### config.mk
export PLATFORM = sky130hd
export DESIGN_NAME = pat_cell
export DESIGN_NICKNAME = d
export VERILOG_FILES = /design/src/pat_pkg.sv /design/src/pat_cell.sv
export SDC_FILE = /design/constraint.sdc
export NUM_CORES = 1
export LEC_CHECK = 0
export ABC_CLOCK_PERIOD_IN_PS = 2200
export BUFFER_PORTS_ARGS = -buffer_cell sky130_fd_sc_hd__clkbuf_2
export CAP_MARGIN = 5
export CORE_MARGIN = 5
export CORE_UTILIZATION = 39
export CTS_CLUSTER_DIAMETER = 40
export DETAILED_ROUTE_END_ITERATION = 10
export GPL_ROUTABILITY_DRIVEN = 0
export GPL_TIMING_DRIVEN = 0
export PLACE_DENSITY_LB_ADDON = 0.2
export RECOVER_POWER = 50
export SLEW_MARGIN = 20
export SYNTH_ARGS = -nofsm -noshare
export SYNTH_HDL_FRONTEND = slang
export SYNTH_SLANG_ARGS = --single-unit
### constraint.sdc
create_clock -name clk_i -period 2.2 [get_ports clk_i]
set_input_delay 0.44 -clock clk_i [delete_from_list [all_inputs] [get_ports clk_i]]
set_output_delay 0.44 -clock clk_i [all_outputs]
set_load 0.03 [all_outputs]
### src/pat_pkg.sv
package pat_pkg;

  // operation codes
  localparam logic [1:0] OP_INSERT = 2'd0;
  localparam logic [1:0] OP_DELETE = 2'd1;
  localparam logic [1:0] OP_SEARCH = 2'd2;

  // status codes
  localparam logic [1:0] ST_OK        = 2'd0;
  localparam logic [1:0] ST_BAD_POS   = 2'd1;
  localparam logic [1:0] ST_FULL      = 2'd2;
  localparam logic [1:0] ST_NOT_FOUND = 2'd3;

  // index width that covers the largest supported table, count included
  localparam int IDX_W = 11;

  // match lanes the scanner inspects per cycle
  localparam int LANES = 8;

  typedef struct packed {
    logic [1:0]         operation;
    logic signed [31:0] value;
    logic [6:0]         position;
  } in_t;

  typedef struct packed {
    logic [1:0] status;
    logic [6:0] found_position;
    logic [6:0] fill_count;
  } out_t;

  // broadcast to every cell
  typedef struct packed {
    logic             ins;
    logic             del;
    logic [31:0]      word;
    logic [IDX_W-1:0] pos0;
    logic [IDX_W-1:0] cnt;
  } cmd_t;

  // scanner status toward the controller
  typedef struct packed {
    logic             busy;
    logic             done;
    logic             found;
    logic [IDX_W-1:0] pos;
  } scan_res_t;

endpackage

### src/pat_cell.sv
module pat_cell #(
  parameter int IDX = 0
) (
  input  logic          clk_i,
  input  pat_pkg::cmd_t cmd_i,
  input  logic [31:0]   left_i,
  input  logic [31:0]   right_i,
  output logic [31:0]   data_o,
  output logic          match_o
);
  import pat_pkg::*;

  localparam logic [IDX_W-1:0] MY_IDX = IDX_W'(IDX);

  logic [31:0] data_q;
  logic        at_or_above;

  assign at_or_above = MY_IDX >= cmd_i.pos0;

  // insert moves the lower neighbor up, delete pulls the upper neighbor down
  always_ff @(posedge clk_i) begin
    if (cmd_i.ins && at_or_above) begin
      data_q <= (MY_IDX == cmd_i.pos0) ? cmd_i.word : left_i;
    end else if (cmd_i.del && at_or_above) begin
      data_q <= right_i;
    end
  end

  assign data_o  = data_q;
  assign match_o = (data_q == cmd_i.word) && (MY_IDX < cmd_i.cnt);

endmodule

==> flow_summary_export.csv <==
group,metric,value,unit
route,final_antenna_net_count,0,
synthesis,synthTopCellsByCount,"32 x edfxtp_1, 30 x mux2_4, 24 x xor2_1",
grt,first_global_vias,1607,
job,max_cap_violations,0,
route,routed_wl,4736,µm
pwr,leakagePower,1.203,nW
grt,antenna_found_initial,0,
synthesis,syn_area,0.001892,mm²
final_layout,drive_gt1_share,55.60,%
placement,port_buffers,121,
synthesis,synth_edf_count,32,
setup_path,critPathRequiredTime,1.76,ns
setup_path,crit_start,"data_o[2]",
synthesis,yosysMostFrequentCell,"edfxtp_1",
setup_path,critPathKind,"reg2out",
synthesis,synth_fp_nets,240,
status,status,"finished clean",
final_layout,nets,370,
grt,grt_use_total,14.70,%
route,avgRoutedWirePerCell,14.94,µm
timing,setup_tns,0,ns
timing,finalCriticalPeriod,2.178,ns
pwr,vdd_drop_max,0.2803,mV
clock_tree,h-tree-depth,2,
placement,dpl-instance-area,0.002616,mm²
setup_path,crit_arrival,1.74,ns
setup_path,path_cells,"xor2_1 -> nor4_1 -> nand4_1 -> nor4_2 -> buf_4",
synthesis,synthCells,119,
timing,setup_viol,0,
route,firstDrtPassIters,2,
route,wl_met3,472,µm
route,drc,0,
floorplan,ios,154,
clock_tree,clkSinkCount,32,
grt,grt_pass1_wl,7134,µm
setup_path,cpMaxStageDelayCell,"edfxtp_1",
final_layout,antenna_cells,0,
grt,grt_overflow_total,0,
synthesis,yosys_warnings,0,
route,wl_met1,1974,µm
synthesis,yosys-top-cells-area,"edfxtp_1 51%, mux2_4 24%, xor2_1 11%, xnor2_1 3.7%, nor4_1 3.0%",
clock_tree,path_clk_slew,0.07,ns
synthesis,ys_ff_latch,32,
clock_tree,cts_hold_buf,0,
final_layout,finalInstanceArea,0.002658,mm²
hold_path,hold_class,"in2reg",
synthesis,seq_area_frac_synth,50.79,%
setup_path,worst_setup_path_end_kind,"primary output",
clock_tree,cts_tree,"done",
timing,slew_viol_final,0,
timing,maxSlewHeadroom,65.49,%
final_layout,largest_reg_flops,32,
pwr,power.density,475.5,mW/mm²
route,avgViaCountPerCell,4.618,
hold_path,hold_start,"right_i[9]",
route,drtIter0Drc,18,
setup_path,max_stage_delay,0.40,ns
synthesis,netlist.area_leader.share,50.79,%
floorplan,core,0.004723,mm²
timing,tightest_slew,0.5177,ns
synthesis,yosys.area.top_type,"edfxtp_1",
synthesis,post_synth_num_cell_types,13,
floorplan,fp-row-count,25,
route,vias,1464,
floorplan,die-area,0.006343,mm²
floorplan,start_util,40.05,%
route,met2_length,2261,µm
synthesis,avgSynthCellArea,15.90,µm²
clock_tree,cts_buffer_depth,2,
timing,finalCritPeriodShare,98.98,%
timing,finalHoldViolations,0,
synthesis,synthFlopType,"edfxtp_1",
timing,fmax,0.4592,GHz
synthesis,ys_async_sr_fraction,0,%
clock_tree,cts-root-buf,"clkbuf_8",
route,top_layer_used,"met4",
placement,place_hpwl,3891,µm
setup_path,startpoint_type,"register",
floorplan,die_h,79.65,µm
final_layout,area_growth,40.48,%
setup_path,cp_max_fo,2,
floorplan,die_x,79.65,µm
clock_tree,cts-buffers-inserted,5,
grt,grt_max_degree,23,
timing,grt_setup_unrepaired,"true",
==> worst paths after layout <==
path | endpoint | slack, ns | depth (start not counted)
worst max-delay path | match_o | 0.02 | 5
worst min-delay path | data_o[9] | 0.46 | 2
==> final cells by class <==
class                           instances  area (µm²)
Tap cell                               67       83.83
Clock inverter                          3       13.76
Buffer                                  3       33.78
Timing Repair Buffer                  123       580.6
Multi-Input combinational cell         84       915.9
Clock buffer                            5       68.82
Fill cell                             396        2066
Sequential cell                        32       960.9
==> worst max-delay path: cells and delay by family (launching register included) <==
family / cells / cell delay [ns]
XOR/XNOR: 1 / 0.16
buffers and inverters: 1 / 0.20
flip-flops: 1 / 0.40
AND/OR/NAND/NOR: 3 / 0.70
==> cells by family after synthesis <==
| kind of cell | count (synthesis) | share of synthesized area, % |
|---|---|---|
| compound gates | 1 | 0.5952 |
| simple gates | 19 | 7.010 |
| mux | 32 | 25.00 |
| flops | 32 | 50.79 |
| buf+inv | 3 | 1.786 |
| xor+xnor | 32 | 14.81 |
==> where the power goes <==
part | internal [W] | leakage, nW | switching, W
logic | 0.000111 | 0.870 | 0.0000592
clock network | 0.000214 | 0.0453 | 0.000208
registers | 0.000670 | 0.287 | 0.000000184
total | 0.000996 | 1.20 | 0.000268
==> metrics by stage <==
stage | hold slack (ns) | total power, W | instances | setup WS, ns | utilization [%]
global route | 0.4486 | 0.001321 | 317 | -0.1179 | 56.26
floorplan | 0.6575 | 0.0007536 | 119 | 0.03800 | -
finish | 0.4598 | 0.001264 | 317 | 0.02241 | 56.26
detailed placement | 0.7441 | 0.0008530 | 308 | 0.04030 | 55.39
global placement | 0.7402 | 0.0008482 | 307 | -0.3846 | 54.78
CTS | 0.4522 | 0.001286 | 316 | -0.02774 | 57.72
==> layout by cell type, fill, tap and decap left out <==
master    Yosys  layout
nor3_1        2       2
nor4_1        9       5
mux2_2        2       2
buf_4         0       2
edfxtp_1     32      32
xor2_1       24      24
clkbuf_2      0      88
clkbuf_1      0      32
mux2_4       30      30
buf_6         3       3
o2111a_1      1       1
nand3_1       2       2
xnor2_1       8       8
nand4_1       3       4
clkinv_1      0       1
clkinv_2      0       2
buf_2         0       1
clkbuf_8      0       5
nor4_2        2       6
==> metal layers <==
metal | track usage, % | vias up
met1 | 17.07 | 663
met3 | 4.853 | 4
li1 | - | 717
met4 | 3.608 | 0
met2 | 25.96 | 80
met5 | 0 | -
==> what timing repair did <==
action	4_1_cts	5_1_grt
endpoints found under the setup margin	1	1
buffers inserted	0	1
resized for setup	5	1
pin swaps	5	2
Note: power is estimated with default switching activity, not from simulation.
