### src/pat_pkg.sv
package pat_pkg;

  // operation codes
  localparam logic [1:0] OP_INSERT = 2'd0;
  localparam logic [1:0] OP_DELETE = 2'd1;
  localparam logic [1:0] OP_SEARCH = 2'd2;

  // status codes
  localparam logic [1:0] ST_OK        = 2'd0;
  localparam logic [1:0] ST_BAD_POS   = 2'd1;
  localparam logic [1:0] ST_FULL      = 2'd2;
  localparam logic [1:0] ST_NOT_FOUND = 2'd3;

  // index width that covers the largest supported table, count included
  localparam int IDX_W = 11;

  // match lanes the scanner inspects per cycle
  localparam int LANES = 8;

  typedef struct packed {
    logic [1:0]         operation;
    logic signed [31:0] value;
    logic [6:0]         position;
  } in_t;

  typedef struct packed {
    logic [1:0] status;
    logic [6:0] found_position;
    logic [6:0] fill_count;
  } out_t;

  // broadcast to every cell
  typedef struct packed {
    logic             ins;
    logic             del;
    logic [31:0]      word;
    logic [IDX_W-1:0] pos0;
    logic [IDX_W-1:0] cnt;
  } cmd_t;

  // scanner status toward the controller
  typedef struct packed {
    logic             busy;
    logic             done;
    logic             found;
    logic [IDX_W-1:0] pos;
  } scan_res_t;

endpackage

### src/pat_scan.sv
module pat_scan #(
  parameter int DEPTH = 64
) (
  input  logic               clk_i,
  input  logic               rst_ni,
  input  logic               start_i,
  input  logic [DEPTH-1:0]   match_i,
  output pat_pkg::scan_res_t res_o
);
  import pat_pkg::*;

  localparam int NCH  = (DEPTH + LANES - 1) / LANES;
  localparam int VW   = NCH * LANES;
  localparam int LW   = $clog2(LANES);
  localparam int CHW  = (NCH > 1) ? $clog2(NCH) : 1;
  localparam logic [CHW-1:0] LAST_CH = CHW'(NCH - 1);

  logic [VW-1:0]    vec_q, vec_d;
  logic [CHW-1:0]   chunk_q;
  logic             busy_q;
  logic [LANES-1:0] low;
  logic             hit;
  logic             last;
  logic [LW-1:0]    ff;

  assign low  = vec_q[LANES-1:0];
  assign hit  = |low;
  assign last = chunk_q == LAST_CH;

  // lowest set lane
  always_comb begin
    ff = '0;
    for (int i = LANES - 1; i >= 0; i--) begin
      if (low[i]) begin
        ff = LW'(i);
      end
    end
  end

  always_comb begin
    vec_d = '0;
    vec_d[DEPTH-1:0] = match_i;
  end

  always_ff @(posedge clk_i or negedge rst_ni) begin
    if (!rst_ni) begin
      busy_q <= 1'b0;
    end else if (start_i) begin
      busy_q <= 1'b1;
    end else if (busy_q && (hit || last)) begin
      busy_q <= 1'b0;
    end
  end

  always_ff @(posedge clk_i) begin
    if (start_i) begin
      vec_q   <= vec_d;
      chunk_q <= '0;
    end else if (busy_q) begin
      vec_q   <= vec_q >> LANES;
      chunk_q <= chunk_q + CHW'(1);
    end
  end

  assign res_o.busy  = busy_q;
  assign res_o.done  = busy_q && (hit || last);
  assign res_o.found = hit;
  assign res_o.pos   = IDX_W'({chunk_q, ff}) + IDX_W'(1);

endmodule

### config.mk
export PLATFORM = sky130hd
export DESIGN_NAME = pat_scan
export DESIGN_NICKNAME = d
export VERILOG_FILES = /design/src/pat_pkg.sv /design/src/pat_scan.sv
export SDC_FILE = /design/constraint.sdc
export NUM_CORES = 1
export LEC_CHECK = 0
export BUFFER_PORTS_ARGS = -buffer_cell sky130_fd_sc_hd__buf_2
export CORE_MARGIN = 3
export CORE_UTILIZATION = 52
export DETAILED_ROUTE_END_ITERATION = 10
export PLACE_DENSITY = 0.77
export SYNTH_ARGS = -nofsm -noshare
export SYNTH_HDL_FRONTEND = slang
export SYNTH_SLANG_ARGS = --single-unit
### constraint.sdc
create_clock -name clk_i -period 2.1 [get_ports clk_i]
set_input_delay 0.21 -clock clk_i [delete_from_list [all_inputs] [get_ports clk_i]]
set_output_delay 0.21 -clock clk_i [all_outputs]
set_load 0.03 [all_outputs]
==> results_tabular.tex, run 1 <==
\begin{tabular}{lr}
\hline
Metric & Value \\
\hline
\multicolumn{2}{l}{\textbf{Clock network}} \\
\quad TritonCTS sink count & 68 \\
\quad Root Driver & sky130\_fd\_sc\_hd\_\_clkbuf\_8 \\
\quad Clock tree from TritonCTS & done \\
\quad Worst-path clk slew & 70 ps \\
\quad Latest clock arrival within the worst-skew pair & about 330 ps \\
\quad CTS Buffer Depth & 2 \\
\quad Number of CTS-inserted buffers & 9 \\
\quad H-tree levels & 3 \\
\multicolumn{2}{l}{\textbf{Finish}} \\
\quad Layout cell share with drive strength beyond 1 & between 40\% and 50\% \\
\quad Design area & approximately 3800 µm² \\
\quad Layout fillers & between 400 and 500 \\
\quad Reg area & between 2000 and 2500 µm² \\
\quad Total Nets Final & roughly 340 \\
\quad Area of the multi-input gates & around 1000 µm² \\
\quad Area overhead of the layout relative to synthesis & 23.4\% \\
\quad Final design utilization & between 60 and 70\% \\
\quad \# diodes & 0 \\
\quad Final cell count without fillers & between 300 and 400 \\
\multicolumn{2}{l}{\textbf{Timing}} \\
\quad Unrepaired setup endpoints after global routing & yes \\
\quad Final setup skew & approximately 5.2 ps \\
\quad Tcrit/Tclk final & 107\% \\
\quad Final count of negative-setup-slack endpoints & 2 \\
\quad Clock period minus worst slack & approximately 2300 ps \\
\quad Max Clock Freq & between 400 and 500 MHz \\
\quad Final hold viol count & 0 \\
\quad Number of pins with negative max-slew slack in the final report & 0 \\
\quad Final setup TNS & -277 ps \\
\quad PnR worst setup slack & -151 ps \\
\multicolumn{2}{l}{\textbf{Synth}} \\
\quad Synth Register Bits & 68 \\
\quad Cell types occupying the most area after synthesis & sky130\_fd\_sc\_hd\_\_edfxtp\_1 63\%, sky130\_fd\_sc\_hd\_\_mux2\_1 11\%, sky130\_fd\_sc\_hd\_\_mux2\_2 9.6\%, sky130\_fd\_sc\_hd\_\_dfxtp\_1 2.0\%, sky130\_fd\_sc\_hd\_\_and2\_1 1.6\% \\
\quad Cell type with the highest aggregate area in the netlist & sky130\_fd\_sc\_hd\_\_edfxtp\_1 \\
\quad Synthesis warning total & 0 \\
\quad Yosys top cell area share & between 60\% and 70\% \\
\quad Mean cell area of the mapped netlist & around 17 µm² \\
\quad Synthesized instance count & roughly 180 \\
\quad Number of library cell types mapped by synthesis & 34 \\
\quad Share of the yosys chip area belonging to registers & around 66\% \\
\quad Post-synthesis cell area & around 3100 µm² \\
\multicolumn{2}{l}{\textbf{Setup path}} \\
\quad Gate family responsible for the most delay along the worst path & flip-flops \\
\quad Max stage delay on crit path & $\sim$430 ps \\
\quad Max stage delay cell, worst path & sky130\_fd\_sc\_hd\_\_edfxtp\_1 \\
\quad Reg-to-Reg Start & busy\_q\$\_DFFE\_PN0P\_ \\
\quad Number of cells on the worst reg-to-reg path & 2 \\
\quad Worst setup slack for register-to-register paths & 680 ps \\
\quad Crit path buffers/inverters & 1 \\
\quad Required @ worst endpoint & 1890 ps \\
\quad Data arrival time of the critical path & 2040 ps \\
\quad Type of the worst setup path & flop to primary output \\
\quad Capture instance of the worst register-to-register path & vec\_q[59]\$\_SDFFCE\_PN0P\_ \\
\quad Nature of the critical path startpoint & flop \\
\quad Largest fanout of any net on the critical path & 2 \\
\quad Cell Chain, Critical Path & nor2b\_4 > o21bai\_2 > a221oi\_2 > ha\_2 > and4\_4 > xor2\_1 > buf\_4 \\
\quad Worst Setup End Kind & primary output \\
\multicolumn{2}{l}{\textbf{Placement}} \\
\quad Routability cong. & about 0.70 \\
\quad Instance count after placement with tap cells included & 324 \\
\quad Port Buffer Count & 76 \\
\quad Estimated wirelength of the detail-placed design & roughly 3500 µm \\
\quad Placement Cell Area & between 3000 and 4000 µm² \\
\multicolumn{2}{l}{\textbf{Hold path}} \\
\quad Hold Crit Depth & 2 \\
\quad Startpoint of the worst hold path & match\_i[58] \\
\quad Endpoint, Worst Hold & vec\_q[58]\$\_SDFFCE\_PN0P\_ \\
\quad Hold/Removal Path Class & input port to flop \\
\multicolumn{2}{l}{\textbf{Floorplan}} \\
\quad Die outline height & 82.6 µm \\
\quad Die Footprint & slightly below 7000 µm² \\
\quad Die width & between 80 and 90 µm \\
\quad Count of pins on the block boundary & slightly above 80 \\
\quad FP Rows & 27 \\
\quad Core area & around 5600 µm² \\
\quad Starting density of the core & a little over half \\
\multicolumn{2}{l}{\textbf{Global routing}} \\
\quad First-pass GRT wire length & 8140 µm \\
\quad Global router's overall resource usage & 16.4\% \\
\quad Pin count of the biggest net entering global routing & 38 \\
\quad Global route total overflow & 0 \\
\quad Vias in the first global route & $\sim$1,900 \\
\quad Number of antenna violations at the first check in global routing & 0 \\
\multicolumn{2}{l}{\textbf{Power and ir drop}} \\
\quad Maximum VDD drop & 0.483 mV \\
\quad PwrDens & around 770 nW/µm² \\
\quad Leak & 1.54 nW \\
\multicolumn{2}{l}{\textbf{Route}} \\
\quad Post-detailed-route count of antenna-violating nets & 0 \\
\quad Final WL & around 5300 µm \\
\quad First-pass DRT Iterations & 4 \\
\quad Drt initial violations & roughly 110 \\
\quad Per-cell via count in the routed design & about 5.2 \\
\quad Average detailed-routed wire length per instance & about 15 µm \\
\quad Number of vias in the routed layout & roughly 1,800 \\
\quad Final routed DRC violation total & 0 \\
\multicolumn{2}{l}{\textbf{Run status}} \\
\quad Violations in the final reports & negative setup slack \\
\quad Outcome & finished with violations \\
\multicolumn{2}{l}{\textbf{Flow run}} \\
\quad Number of max-capacitance violations reported & 0 \\
\hline
\end{tabular}
worst max-delay path by stage:
stage,start,depth (start not counted),end
after floorplan,vec_q[6]$_DFFE_PP_,6,res_o[4]
after global placement,vec_q[6]$_DFFE_PP_,7,res_o[4]
after detailed placement,vec_q[6]$_DFFE_PP_,7,res_o[4]
after CTS,vec_q[4]$_DFFE_PP_,6,res_o[4]
after global routing,vec_q[6]$_DFFE_PP_,7,res_o[4]
final,vec_q[6]$_DFFE_PP_,7,res_o[4]
stage by stage:
step / setup slack (ps) / hold WS, ps / total power [mW]
3_5_place_dp: 37.8 / -8.48 / 2.05
3_3_place_gp: 155 / -14.1 / 2.03
6_report: -151 / 159 / 2.90
4_1_cts: -147 / 144 / 2.92
5_1_grt: -238 / 159 / 3.04
2_1_floorplan: 49.1 / -85.6 / 1.94
metal layers:
metal	GRT usage, %	vias up	routed length [µm]	share of wire [%]
met2	28.4	63	2740	52
met4	7.84	0	76	1.4
met3	4.56	7	360	6.8
met5	0	-	0	0
li1	-	865	-	-
met1	18.8	867	2080	40
cell usage after synthesis:
cell / number
sky130_fd_sc_hd__inv_1: 2
sky130_fd_sc_hd__nand3_1: 1
sky130_fd_sc_hd__ha_1: 3
sky130_fd_sc_hd__a221oi_1: 1
sky130_fd_sc_hd__o21bai_1: 1
sky130_fd_sc_hd__dfrtp_1: 1
sky130_fd_sc_hd__or4_4: 1
sky130_fd_sc_hd__o21ai_0: 1
sky130_fd_sc_hd__conb_1: 1
sky130_fd_sc_hd__a211oi_1: 1
sky130_fd_sc_hd__dfxtp_1: 3
sky130_fd_sc_hd__nor2_1: 6
sky130_fd_sc_hd__xnor2_1: 4
sky130_fd_sc_hd__and2_1: 8
sky130_fd_sc_hd__edfxtp_1: 64
sky130_fd_sc_hd__nor4_4: 1
sky130_fd_sc_hd__clkbuf_1: 2
sky130_fd_sc_hd__a41o_1: 1
sky130_fd_sc_hd__nand2_1: 2
sky130_fd_sc_hd__nor2b_1: 1
sky130_fd_sc_hd__mux2_1: 30
sky130_fd_sc_hd__buf_4: 6
sky130_fd_sc_hd__o21a_1: 1
sky130_fd_sc_hd__nor4_1: 1
sky130_fd_sc_hd__or2_2: 1
sky130_fd_sc_hd__nand4_1: 1
sky130_fd_sc_hd__mux2_2: 26
sky130_fd_sc_hd__and3_1: 1
sky130_fd_sc_hd__and4_4: 1
sky130_fd_sc_hd__a221o_1: 1
sky130_fd_sc_hd__buf_2: 6
sky130_fd_sc_hd__xor2_1: 1
sky130_fd_sc_hd__buf_1: 1
sky130_fd_sc_hd__mux2i_1: 2
final cells by class:
cell class / count / area share (%)
Clock inverter: 5 / 0.531
Timing Repair Buffer: 90 / 13.7
Sequential cell: 68 / 53.3
Inverter: 2 / 0.199
Tap cell: 72 / 2.39
Clock buffer: 10 / 3.39
Multi-Input combinational cell: 102 / 26.5
power breakdown:
| part | internal, mW | leakage [nW] | switching (mW) |
|---|---|---|---|
| clock | 0.404 | 0.0761 | 0.432 |
| combinational | 0.198 | 0.764 | 0.178 |
| sequential | 1.64 | 0.698 | 0.0519 |
worst register-to-register path, delay by kind of cell, from the launching register on:
kind,cells,cell delay [ps]
buffers and inverters,1,370
flip-flops,1,500
AND/OR/NAND/NOR,1,180
repair_timing:
item,CTS,global route
hold endpoints to repair,1,0
pin swaps,4,5
setup buffers,5,4
hold buffers,1,0
gates resized for setup,8,9
setup endpoints to repair,3,5
cells in the final DEF (no fill, tap or decap), types with 2 or more instances in the layout:
cell,count
sky130_fd_sc_hd__buf_2,72
sky130_fd_sc_hd__edfxtp_1,64
sky130_fd_sc_hd__mux2_1,30
sky130_fd_sc_hd__mux2_2,26
sky130_fd_sc_hd__buf_4,14
sky130_fd_sc_hd__clkbuf_8,9
sky130_fd_sc_hd__and2_1,8
sky130_fd_sc_hd__nor2_1,5
sky130_fd_sc_hd__xnor2_1,4
sky130_fd_sc_hd__conb_1,4
sky130_fd_sc_hd__clkinv_1,4
sky130_fd_sc_hd__dfxtp_1,3
sky130_fd_sc_hd__inv_1,2
sky130_fd_sc_hd__nand2_1,2
sky130_fd_sc_hd__mux2i_1,2
sky130_fd_sc_hd__ha_1,2
sky130_fd_sc_hd__buf_6,2
flip-flops by register name, indices dropped and copies added (netlist names):
signal,flops
busy_q,1
chunk_q,3
vec_q,64
kinds of logic after synthesis:
logic type	after synthesis	share of synthesized area (%)
multiplexers	58	21.3
buffers and inverters	17	3.07
adder cells (fa/ha/maj)	3	1.23
AND/OR/NAND/NOR	25	5.25
other	1	0.123
XOR/XNOR	5	1.43
flip-flops	68	65.7
AO/OA/AOI/OAI	7	1.84
(Power assumes the default switching activity.)
==> run 2, diff against run 1 <==
--- a/config.mk
+++ b/config.mk
@@ -9,7 +9,9 @@
 export CORE_MARGIN = 3
 export CORE_UTILIZATION = 52
 export DETAILED_ROUTE_END_ITERATION = 10
+export GPL_ROUTABILITY_DRIVEN = 0
 export PLACE_DENSITY = 0.77
+export SETUP_SLACK_MARGIN = 0.15
 export SYNTH_ARGS = -nofsm -noshare
 export SYNTH_HDL_FRONTEND = slang
 export SYNTH_SLANG_ARGS = --single-unit
==> run 2 against run 1 <==
Compared with the run above:
- fmax grew 0.56%
- clock power about the same
- the flow still finishes with violations (negative setup slack)
- highest routed layer unchanged
- first-iteration DRC count down 42%
- total power up 0.77%
- die area stayed put
- sequential power is essentially flat
- critical path type unchanged
- register-to-register slack worse by 50 ps
- routed wire length decreased by 2.1%
==> results_tabular.tex, run 2 (synthesized netlist as in run 1, its figures left out) <==
\begin{tabular}{lr}
\hline
Metric & Value \\
\hline
\multicolumn{2}{l}{\textbf{Setup path}} \\
\quad Crit path buffers/inverters & 1 (unchanged) \\
\quad Cell Chain, Critical Path & nor2\_2 > o21ai\_2 > a211oi\_2 > ha\_2 > and4\_4 > xor2\_2 > buf\_6 \\
\quad Type of the worst setup path & flop to primary output \\
\quad Reg-to-Reg Start & busy\_q\$\_DFFE\_PN0P\_ \\
\quad Largest fanout of any net on the critical path & 3 (+1) \\
\quad Startpoint of the worst setup timing path & vec\_q[5]\$\_DFFE\_PP\_ \\
\quad Worst Setup End Kind & primary output \\
\quad Number of cells on the worst reg-to-reg path & 2 (unchanged) \\
\quad Required @ worst endpoint & 1890 ps (about the same) \\
\quad Data arrival time of the critical path & 2030 ps (about the same) \\
\quad Max stage delay cell, worst path & sky130\_fd\_sc\_hd\_\_edfxtp\_1 \\
\quad Nature of the critical path startpoint & flop \\
\quad Gate family responsible for the most delay along the worst path & simple AND/OR/NAND/NOR gates \\
\quad Worst path depth & 7 (unchanged) \\
\quad Max stage delay on crit path & 410 ps (-20 ps) \\
\multicolumn{2}{l}{\textbf{Finish}} \\
\quad Regs by FF count & vec\_q (64), chunk\_q (3), busy\_q (1) \\
\quad Final design utilization & 68.4\% (+1.2 points) \\
\quad Total Nets Final & 344 (+0.29\%) \\
\quad Most frequent cells in the layout & 69 x sky130\_fd\_sc\_hd\_\_buf\_2, 64 x sky130\_fd\_sc\_hd\_\_edfxtp\_1, 30 x sky130\_fd\_sc\_hd\_\_mux2\_1 \\
\quad Area overhead of the layout relative to synthesis & 25.7\% \\
\quad Final cell count without fillers & 349 (unchanged) \\
\quad Layout cell share with drive strength beyond 1 & 51.3\% (+2.2 points) \\
\quad Layout fillers & 400 (-6.1\%) \\
\quad Max FFs per register & 64 (unchanged) \\
\quad Most frequent standard cell in the layout excluding fill and tap cells & sky130\_fd\_sc\_hd\_\_buf\_2 \\
\quad Reg with most FFs & vec\_q \\
\quad \# diodes & 0 (unchanged) \\
\multicolumn{2}{l}{\textbf{Route}} \\
\quad Drt initial violations & 63 (-42\%) \\
\quad Final routed DRC violation total & 0 (unchanged) \\
\quad Average detailed-routed wire length per instance & 14.7 µm (-2.1\%) \\
\quad Final WL & 5150 µm (-2.1\%) \\
\quad Number of vias in the routed layout & 1,791 (-0.61\%) \\
\quad First-pass DRT Iterations & 4 (unchanged) \\
\quad Post-detailed-route count of antenna-violating nets & 0 (unchanged) \\
\quad Per-cell via count in the routed design & 5.13 (-0.61\%) \\
\multicolumn{2}{l}{\textbf{Global routing}} \\
\quad Met2 global-route usage & 27.7\% (-0.72 points) \\
\quad Global route total overflow & 0 (unchanged) \\
\quad Vias in the first global route & 1,802 (-3.2\%) \\
\quad Global Route met1 Usage & 17.7\% (-1.1 points) \\
\quad Met3 layer usage reported by global route & 5.53\% (+0.98 points) \\
\quad Global router's overall resource usage & 16.1\% (-0.36 points) \\
\quad Number of antenna violations at the first check in global routing & 0 (unchanged) \\
\quad Pin count of the biggest net entering global routing & 34 (-11\%) \\
\quad First-pass GRT wire length & 7910 µm (-2.8\%) \\
\quad Global route hottest layer & met2 \\
\multicolumn{2}{l}{\textbf{Floorplan}} \\
\quad Count of pins on the block boundary & 81 (unchanged) \\
\quad Starting density of the core & 54.4\% (unchanged) \\
\quad Core area & 5610 µm² (unchanged) \\
\quad Die width & 82.6 µm (unchanged) \\
\quad Die Footprint & 6830 µm² (unchanged) \\
\quad Die outline height & 82.6 µm (unchanged) \\
\quad FP Rows & 27 (unchanged) \\
\multicolumn{2}{l}{\textbf{Power and ir drop}} \\
\quad Maximum VDD drop & 0.690 mV (+43\%) \\
\quad Net Sw Power & 673 µW (+1.8\%) \\
\quad Clock Power Share & 28.6\% (-0.2 points) \\
\quad PwrDens & 763 nW/µm² (-1.0\%) \\
\quad Portion of total power attributed to sequential cells & 57.8\% (-0.5 points) \\
\quad Combinational fraction of design power & 13.5\% (+0.6 points) \\
\quad Leak & 1.57 nW (+1.9\%) \\
\quad P\_int & 2.25 mW (+0.47\%) \\
\quad Net switching share of the total power & 23.0\% (+0.23 points) \\
\multicolumn{2}{l}{\textbf{Flow run}} \\
\quad Number of max-capacitance violations reported & 0 (unchanged) \\
\multicolumn{2}{l}{\textbf{Clock network}} \\
\quad Worst-path clk slew & 70 ps (about the same) \\
\quad H-tree levels & 3 (unchanged) \\
\quad Clock tree from TritonCTS & done \\
\quad CTS Buffer Depth & 2 (unchanged) \\
\quad TritonCTS sink count & 68 (unchanged) \\
\quad Root Driver & sky130\_fd\_sc\_hd\_\_clkbuf\_8 \\
\quad Latest clock arrival within the worst-skew pair & 330 ps (about the same) \\
\quad Number of CTS-inserted buffers & 9 (unchanged) \\
\multicolumn{2}{l}{\textbf{Hold path}} \\
\quad Hold/Removal Path Class & input port to flop \\
\quad Hold Crit Depth & 2 (unchanged) \\
\quad Startpoint of the worst hold path & match\_i[56] \\
\multicolumn{2}{l}{\textbf{Timing}} \\
\quad Number of pins with negative max-slew slack in the final report & 0 (unchanged) \\
\quad Unrepaired setup endpoints after global routing & yes \\
\quad PnR worst setup slack & -138 ps (+12.5 ps) \\
\quad Clock period minus worst slack & 2240 ps (-12.5 ps) \\
\quad Final setup skew & 5.93 ps (+0.772 ps) \\
\quad Tcrit/Tclk final & 107\% (-0.60 points) \\
\quad Max Clock Freq & 447 MHz (+0.56\%) \\
\quad Final hold viol count & 0 (unchanged) \\
\quad Final count of negative-setup-slack endpoints & 3 (+1) \\
\multicolumn{2}{l}{\textbf{Run status}} \\
\quad Outcome & finished with violations \\
\quad Violations in the final reports & negative setup slack \\
\multicolumn{2}{l}{\textbf{Placement}} \\
\quad Instance count after placement with tap cells included & 325 (+0.31\%) \\
\quad Port Buffer Count & 76 (unchanged) \\
\quad Estimated wirelength of the detail-placed design & 3440 µm (-1.1\%) \\
\hline
\end{tabular}
==> run 2: layout make-up <==
class	instances	area [µm²]	area share [%]
repair buffers	91	561	14.6
clock buffers	9	124	3.23
multi-input cells	102	1030	26.7
clock inverters	5	21.3	0.554
inverters	2	7.51	0.196
flip-flops and latches	68	2010	52.3
well taps	72	90.1	2.35
==> run 2: path summary, 6_finish.rpt <==
check | end | slack, ps
max | res_o[4] | -140
min | vec_q[56]$_SDFFCE_PN0P_ | 160
max reg2reg | vec_q[37]$_DFFE_PP_ | 630
min reg2reg | vec_q[22]$_DFFE_PP_ | 520
max in group asynchronous | busy_q$_DFFE_PN0P_ | 1830
min in group asynchronous | busy_q$_DFFE_PN0P_ | 180
==> run 2: repair_timing <==
action	in CTS	in global routing
endpoints found under the hold margin	1	0
gates resized for setup	17	10
pin swaps	5	7
cloned	0	0
hold buffers	1	0
endpoints found under the setup margin	6	8
buffers inserted	6	3
==> run 2: routing by layer <==
layer | vias to the layer above | part of all wire (%)
met5 | - | 0
met4 | 0 | 1.1
met3 | 5 | 7.6
met2 | 58 | 52
met1 | 864 | 39
li1 | 864 | -
==> run 2: per-stage QoR <==
step                setup WS (ps)  setup TNS [ps]  area (µm²)  power (mW)  hold slack [ps]
floorplan                     200               0        3070        1.94            -85.6
global placement              141               0        3520        2.04            -14.5
detailed placement           13.7               0        3520        2.06            -8.82
CTS                          -132            -256        3770        2.92              144
global route                 -241            -585        3840        3.06              144
finish                       -138            -292        3840        2.93              161
==> run 2: power by group through the flow <==
stage / Combinational [mW] / Sequential [mW] / Clock (mW)
floorplan: 0.235 / 1.70 / 0
detailed placement: 0.337 / 1.72 / 0
global placement: 0.327 / 1.71 / 0
global route: 0.435 / 1.70 / 0.919
finish: 0.396 / 1.69 / 0.837
CTS: 0.373 / 1.69 / 0.860
